**config.mk**
```make
export PLATFORM = sky130hd
export DESIGN_NAME = tsw_cfg
export DESIGN_NICKNAME = d
export VERILOG_FILES = /design/src/rtl/tsw_pkg.sv /design/src/rtl/tsw_cfg.sv
export SDC_FILE = /design/constraint.sdc
export NUM_CORES = 2
export LEC_CHECK = 0
export BUFFER_PORTS_ARGS = -buffer_cell sky130_fd_sc_hd__buf_2
export CELL_PAD_IN_SITES_DETAIL_PLACEMENT = 1
export CELL_PAD_IN_SITES_GLOBAL_PLACEMENT = 1
export CORE_ASPECT_RATIO = 1.4
export CORE_MARGIN = 3
export CORE_UTILIZATION = 45
export DETAILED_ROUTE_END_ITERATION = 6
export PLACE_DENSITY_LB_ADDON = 0.1
export SYNTH_ARGS = -nofsm -noshare
export SYNTH_HDL_FRONTEND = slang
export SYNTH_SLANG_ARGS = --single-unit
```
**constraint.sdc**
```tcl
create_clock -name i_clk -period 7.6 [get_ports i_clk]
set_clock_uncertainty 0.1 [all_clocks]
set_input_delay 0.76 -clock i_clk [delete_from_list [all_inputs] [get_ports i_clk]]
set_output_delay 0.76 -clock i_clk [all_outputs]
set_load 0.05 [all_outputs]
```
**src/rtl/tsw_pkg.sv**
```systemverilog
package tsw_pkg;

    localparam int MAX_RANK   = 4;
    localparam int ELEM_W     = 32;
    localparam int IDX_W      = 24;
    localparam int POS_W      = 12;
    localparam int EXT_W      = POS_W + 1;
    localparam int RANK_W     = 3;
    localparam int AXIS_W     = 2;
    localparam int CFG_IDX_W  = 3;
    localparam int CFG_DATA_W = EXT_W;

    localparam logic [CFG_IDX_W-1:0] REG_RANK   = 3'd0;
    localparam logic [CFG_IDX_W-1:0] REG_EXT0   = 3'd1;
    localparam logic [CFG_IDX_W-1:0] REG_EXT1   = 3'd2;
    localparam logic [CFG_IDX_W-1:0] REG_EXT2   = 3'd3;
    localparam logic [CFG_IDX_W-1:0] REG_EXT3   = 3'd4;
    localparam logic [CFG_IDX_W-1:0] REG_SWAP_A = 3'd5;
    localparam logic [CFG_IDX_W-1:0] REG_SWAP_B = 3'd6;

    localparam int SETTLE_W = 3;
    localparam logic [SETTLE_W-1:0] SETTLE_CYCLES = 3'd4;

    typedef struct packed {
        logic [RANK_W-1:0]                  rank;
        logic [MAX_RANK-1:0][EXT_W-1:0]     ext;
        logic [MAX_RANK-1:0][IDX_W-1:0]     stride;
        logic                               err;
    } t_cfg;

endpackage

```
**src/rtl/tsw_cfg.sv**
```systemverilog
module tsw_cfg (
    input  logic                          i_clk,
    input  logic                          i_rst_n,
    input  logic                          i_cfg_we,
    input  logic [tsw_pkg::CFG_IDX_W-1:0] i_cfg_idx,
    input  logic [tsw_pkg::CFG_DATA_W-1:0] i_cfg_data,
    output tsw_pkg::t_cfg                 o_cfg,
    output logic                          o_settled
);
    import tsw_pkg::*;

    localparam int P23_W = 2 * EXT_W;
    localparam int SAT_W = IDX_W + 1;
    localparam int Q1_W  = EXT_W + SAT_W;
    localparam logic [SAT_W-1:0] SAT_VAL = SAT_W'((1 << IDX_W) + 1);
    localparam logic [SAT_W-1:0] IDX_SPAN = SAT_W'(1 << IDX_W);
    localparam logic [EXT_W-1:0] EXT_MAX = EXT_W'(1 << POS_W);
    localparam logic [RANK_W-1:0] RANK_MAX = RANK_W'(MAX_RANK);

    logic [RANK_W-1:0]              r_rank;
    logic [MAX_RANK-1:0][EXT_W-1:0] r_ext;
    logic [AXIS_W-1:0]              r_swap_a;
    logic [AXIS_W-1:0]              r_swap_b;
    logic [SETTLE_W-1:0]            r_settle;

    logic [RANK_W-1:0]              n1_rank;
    logic [MAX_RANK-1:0][EXT_W-1:0] n1_ext;
    logic [MAX_RANK-1:0][EXT_W-1:0] n1_odim;
    logic [RANK_W-1:0]              r1_rank;
    logic [MAX_RANK-1:0][EXT_W-1:0] r1_ext;
    logic [MAX_RANK-1:0][EXT_W-1:0] r1_odim;
    logic [AXIS_W-1:0]              r1_swap_a;
    logic [AXIS_W-1:0]              r1_swap_b;

    logic [P23_W-1:0]               r2_p23;
    logic [SAT_W-1:0]               n3_q;
    logic [SAT_W-1:0]               r3_q;
    logic [Q1_W-1:0]                r3_q1;
    logic [SAT_W-1:0]               n4_q1;
    logic [Q1_W-1:0]                n4_total;
    logic [MAX_RANK-1:0][IDX_W-1:0] n4_s;
    t_cfg                           n4_cfg;
    t_cfg                           r4_cfg;

    always_ff @(posedge i_clk) begin
        if (!i_rst_n) begin
            r_rank   <= RANK_W'(2);
            r_ext    <= {MAX_RANK{EXT_W'(1)}};
            r_swap_a <= AXIS_W'(0);
            r_swap_b <= AXIS_W'(1);
            r_settle <= SETTLE_CYCLES;
        end else begin
            if (i_cfg_we) begin
                r_settle <= SETTLE_CYCLES;
                case (i_cfg_idx)
                    REG_RANK:   r_rank   <= i_cfg_data[RANK_W-1:0];
                    REG_EXT0:   r_ext[0] <= i_cfg_data;
                    REG_EXT1:   r_ext[1] <= i_cfg_data;
                    REG_EXT2:   r_ext[2] <= i_cfg_data;
                    REG_EXT3:   r_ext[3] <= i_cfg_data;
                    REG_SWAP_A: r_swap_a <= i_cfg_data[AXIS_W-1:0];
                    REG_SWAP_B: r_swap_b <= i_cfg_data[AXIS_W-1:0];
                    default: begin
                    end
                endcase
            end else if (r_settle != '0) begin
                r_settle <= r_settle - SETTLE_W'(1);
            end
        end
    end

    // effective rank and extents, then swapped output dims
    always_comb begin
        if (r_rank == '0) begin
            n1_rank = RANK_W'(1);
        end else if (r_rank > RANK_MAX) begin
            n1_rank = RANK_MAX;
        end else begin
            n1_rank = r_rank;
        end
        for (int d = 0; d < MAX_RANK; d++) begin
            if (RANK_W'(d) >= n1_rank || r_ext[d] == '0) begin
                n1_ext[d] = EXT_W'(1);
            end else if (r_ext[d] > EXT_MAX) begin
                n1_ext[d] = EXT_MAX;
            end else begin
                n1_ext[d] = r_ext[d];
            end
        end
        for (int d = 0; d < MAX_RANK; d++) begin
            if (AXIS_W'(d) == r_swap_a) begin
                n1_odim[d] = n1_ext[r_swap_b];
            end else if (AXIS_W'(d) == r_swap_b) begin
                n1_odim[d] = n1_ext[r_swap_a];
            end else begin
                n1_odim[d] = n1_ext[d];
            end
        end
    end

    always_ff @(posedge i_clk) begin
        r1_rank   <= n1_rank;
        r1_ext    <= n1_ext;
        r1_odim   <= n1_odim;
        r1_swap_a <= r_swap_a;
        r1_swap_b <= r_swap_b;
        r2_p23    <= r1_odim[2] * r1_odim[3];
        r3_q      <= n3_q;
        r3_q1     <= r1_odim[1] * n3_q;
        r4_cfg    <= n4_cfg;
    end

    // products saturate just above the index range so the overflow test stays exact
    always_comb begin
        if (r2_p23 > P23_W'(IDX_SPAN)) begin
            n3_q = SAT_VAL;
        end else begin
            n3_q = r2_p23[SAT_W-1:0];
        end
    end

    always_comb begin
        if (r3_q1 > Q1_W'(IDX_SPAN)) begin
            n4_q1 = SAT_VAL;
        end else begin
            n4_q1 = r3_q1[SAT_W-1:0];
        end
        n4_total = r1_odim[0] * n4_q1;
        n4_s[3] = IDX_W'(1);
        n4_s[2] = IDX_W'(r1_odim[3]);
        n4_s[1] = r3_q[IDX_W-1:0];
        n4_s[0] = r3_q1[IDX_W-1:0];
        n4_cfg.rank = r1_rank;
        n4_cfg.ext  = r1_ext;
        // stride of each input axis after the exchange
        for (int d = 0; d < MAX_RANK; d++) begin
            if (AXIS_W'(d) == r1_swap_a) begin
                n4_cfg.stride[d] = n4_s[r1_swap_b];
            end else if (AXIS_W'(d) == r1_swap_b) begin
                n4_cfg.stride[d] = n4_s[r1_swap_a];
            end else begin
                n4_cfg.stride[d] = n4_s[d];
            end
        end
        n4_cfg.err = (RANK_W'(r1_swap_a) >= r1_rank) || (RANK_W'(r1_swap_b) >= r1_rank) ||
                     (n4_total > Q1_W'(IDX_SPAN));
    end

    assign o_cfg     = r4_cfg;
    assign o_settled = (r_settle == '0);

endmodule

```
==> results by group <==
Timing
  • Final min period: 7.47 ns
  • Fmax: 0.134 GHz
  • Worst Setup Slack, final: 0.130 ns
  • Worst Tran Pin Value: 1.17 ns
  • Slew HR: 21.8%
  • Hold Slack: 0.218 ns
  • Count of final hold-check violations: 0
  • Final Max Slew Viols: 0
  • Final Cycle Share: 98.3%
  • Unrepaired setup endpoints after global routing: yes
  • Setup violators final: 0

Routing
  • Wire length per cell: 23.2 µm
  • DRT iter0 DRCs: 1728
  • Final WL: 143 mm
  • Drc violations: 0
  • Vias: 34047
  • TritonRoute pass-1 iters: 5
  • Final ANT Viol Nets: 0
  • DR vias/cell: 5.50

Critical path
  • Worst Path Buf+Inv: 7
  • Top cell by count, worst path: fa_1
  • CP startpoint kind: flop
  • Required time worst endpoint: 7.96 ns
  • Critical path class: reg -> reg
  • Crit-path max cell delay: 0.54 ns
  • Slowest CP cell: fa_1
  • Crit path max fanout: 8
  • Crit path max-delay family: adder cells
  • WP data arrival: 7.83 ns
  • Crit. End Element: flop

Finish
  • Layout fillers: 10621
  • Post-synthesis to final-layout area growth: 14.1%
  • Share of layout cells above drive strength 1: 13.4%
  • Post-Layout Inst Area: 46600 µm²
  • Net count, final: 5857

Synthesis
  • Flops & latches, synth: 413
  • Most numerous cell in the Yosys netlist: nand2_1
  • Yosys cell types: 77
  • Post-synth EDFFs: 0
  • Synthesized Nets: 5614
  • Yosys top cell area share: 30.7%
  • Ys Warns: 0
  • Post-synth ARST share: 0%
  • Top FF cell, synth: dfxtp_1
  • Syn Inst Count: 4725
  • Synth top area cells: fa_1, dfxtp_1, nand2_1, ha_1, inv_1
  • Sequential fraction of the synthesis area: 20.2%
  • Synth cell count leaders: nand2_1, inv_1, fa_1, dfxtp_1, clkbuf_1
  • Syn_area_per_cell: 8.65 µm²
  • Synth area leader: fa_1
  • Synthesized area: 40900 µm²

Floorplanning
  • Num rows: 130
  • Io pins: 172
  • DIE AREA: 94600 µm²
  • Die Ht: 363 µm
  • Horiz. Die Dim: 261 µm
  • Core Region: 89900 µm²
  • Initial core utilization: 45.5%

GRT
  • M2 GR Usage: 58.6%
  • Grt met3 use: 2.97%
  • Vias in the first global route: 37841
  • GRT met1 Usage: 33.2%
  • Largest net degree at the start of global routing: 61
  • First-pass GRT wire length: 220 mm
  • Global route hottest layer: met2
  • Initial antenna violation count: 10
  • All-Layer GR Usage: 30.5%
  • Total congestion overflow: 0

CTS
  • Clk buf depth: 3
  • CTS tree: done
  • CTS Buf Count: 43
  • Worst-Skew Late Latency: 0.63 ns
  • Clock Root Buffer: clkbuf_16
  • Clk pin slew, worst setup/hold paths: 0.08 ns
  • Hold-fix buffers, CTS: 0
  • Clock sink count: 413
  • CTS H-tree depth: 2

Placement
  • Worst slack, placed: -0.387 ns
  • Routability congestion estimate: 0.928
  • Detailed Place HPWL: 117 mm
  • Placed Area: 44700 µm²
  • Port Buffers: 171

Power and ir drop
  • Maximum vdd ir drop: 0.159 mV
  • Leak pwr: 23.2 nW
  • Power Density: 114 nW/µm²

Flow run
  • MaxCap Viol Count: 0

Run status
  • Outcome: finished clean

Min path
  • Min-delay worst type: reg -> reg
## per-layer routing
metal / part of all wire [%] / routed length [µm]
met3: 3.5 / 5090
met5: 0.0091 / 13
met2: 54 / 78000
met1: 36 / 52100
met4: 5.7 / 8210
## per-stage QoR
step                      cells  TNS (ns)  total power [mW]  util [%]
after floorplan            4725         0              2.75         -
after global placement     6100    -0.196              3.06      49.7
after detailed placement   6100    -0.432              3.08      49.7
after CTS                  6177         0              5.34      51.4
after global routing       6187   -0.0712              5.52      51.8
final                      6190         0              5.32      51.8
## kinds of logic (layout without fill, tap and decap cells)
| kind of cell | Yosys count | after routing | share of synthesized area, % |
|---|---|---|---|
| flip-flops | 413 | 413 | 20.2 |
| AND/OR/NAND/NOR | 1552 | 1552 | 17.6 |
| other | 0 | 3 | 0 |
| multiplexers | 71 | 71 | 2.11 |
| adder cells (fa/ha/maj) | 870 | 870 | 38.1 |
| XOR/XNOR | 67 | 67 | 1.44 |
| AO/OA/AOI/OAI | 708 | 711 | 10.9 |
| buffers and inverters | 1044 | 1315 | 9.61 |
## state kept, by name, summed over array words and instances (netlist names), 3 cells and up
signal,flops
n4_cfg,52
n4_s,13
o_cfg,152
r1_odim,39
r1_rank,3
r2_p23,26
r3_q,24
r3_q1,38
r_ext,52
r_rank,3
r_settle,3
## path summary, 6_finish.rpt
path | slack (ns) | start | cells after the start | to
max | 0.13 | r3_q1[1]$_DFF_P_ | 29 | o_cfg[0]$_DFF_P_
min | 0.22 | n4_cfg[147]$_DFF_P_ | 0 | o_cfg[147]$_DFF_P_
max reg2reg | 0.13 | r3_q1[1]$_DFF_P_ | 29 | o_cfg[0]$_DFF_P_
min reg2reg | 0.22 | n4_cfg[147]$_DFF_P_ | 0 | o_cfg[147]$_DFF_P_
## cells in the final DEF, fill, tap and decap left out, drive strengths merged, types with 6 or more instances in the layout
master,instances
nand2b,21
nor3,21
a21oi,184
nand4,10
a21o,54
nor2,152
nor2b,31
o21bai,11
a31oi,23
o21a,19
a22o,11
nor3b,6
inv,739
o22ai,24
a22oi,25
mux4,12
clkbuf,51
ha,243
nand2,843
xor2,15
clkinv,13
buf,502
o211ai,42
a211oi,16
a21boi,51
mux2i,58
o21ai,186
nor4,28
and2,147
dfxtp,413
or2,8
nand3,31
a221oi,14
fa,627
xnor2,52
and3,240
o31ai,6
## worst reg2reg max path, delay by kind of cell (launching register included)
family          cells  cell delay [ns]
compound gates      7             1.43
fa+ha+maj           6             2.70
buf+inv             7             0.79
flops               1             0.33
mux                 1             0.31
simple gates        8             1.64
## where the power goes
group          switching [mW]  internal (mW)
clock                    1.00           1.25
combinational           0.504          0.269
sequential             0.0679           2.22
## repair_timing
| item | in CTS | in global routing |
|---|---|---|
| gates resized for setup | 15 | 68 |
| gates cloned | 1 | 2 |
| buffers inserted | 0 | 8 |
| pin swaps | 1 | 25 |
| hold endpoints to repair | 0 | 0 |
| setup endpoints to repair | 7 | 12 |
## cell type report
class / instances / area, µm² / area share, %
Inverter: 737 / 2770 / 5.93
Antenna cell: 3 / 7.51 / 0.0161
Clock inverter: 25 / 347 / 0.743
Sequential cell: 413 / 8270 / 17.7
Tap cell: 1188 / 1490 / 3.19
Clock buffer: 51 / 1130 / 2.41
Timing Repair Buffer: 502 / 3530 / 7.56
Multi-Input combinational cell: 3271 / 29100 / 62.4
Power figures use the tool's default switching activity.
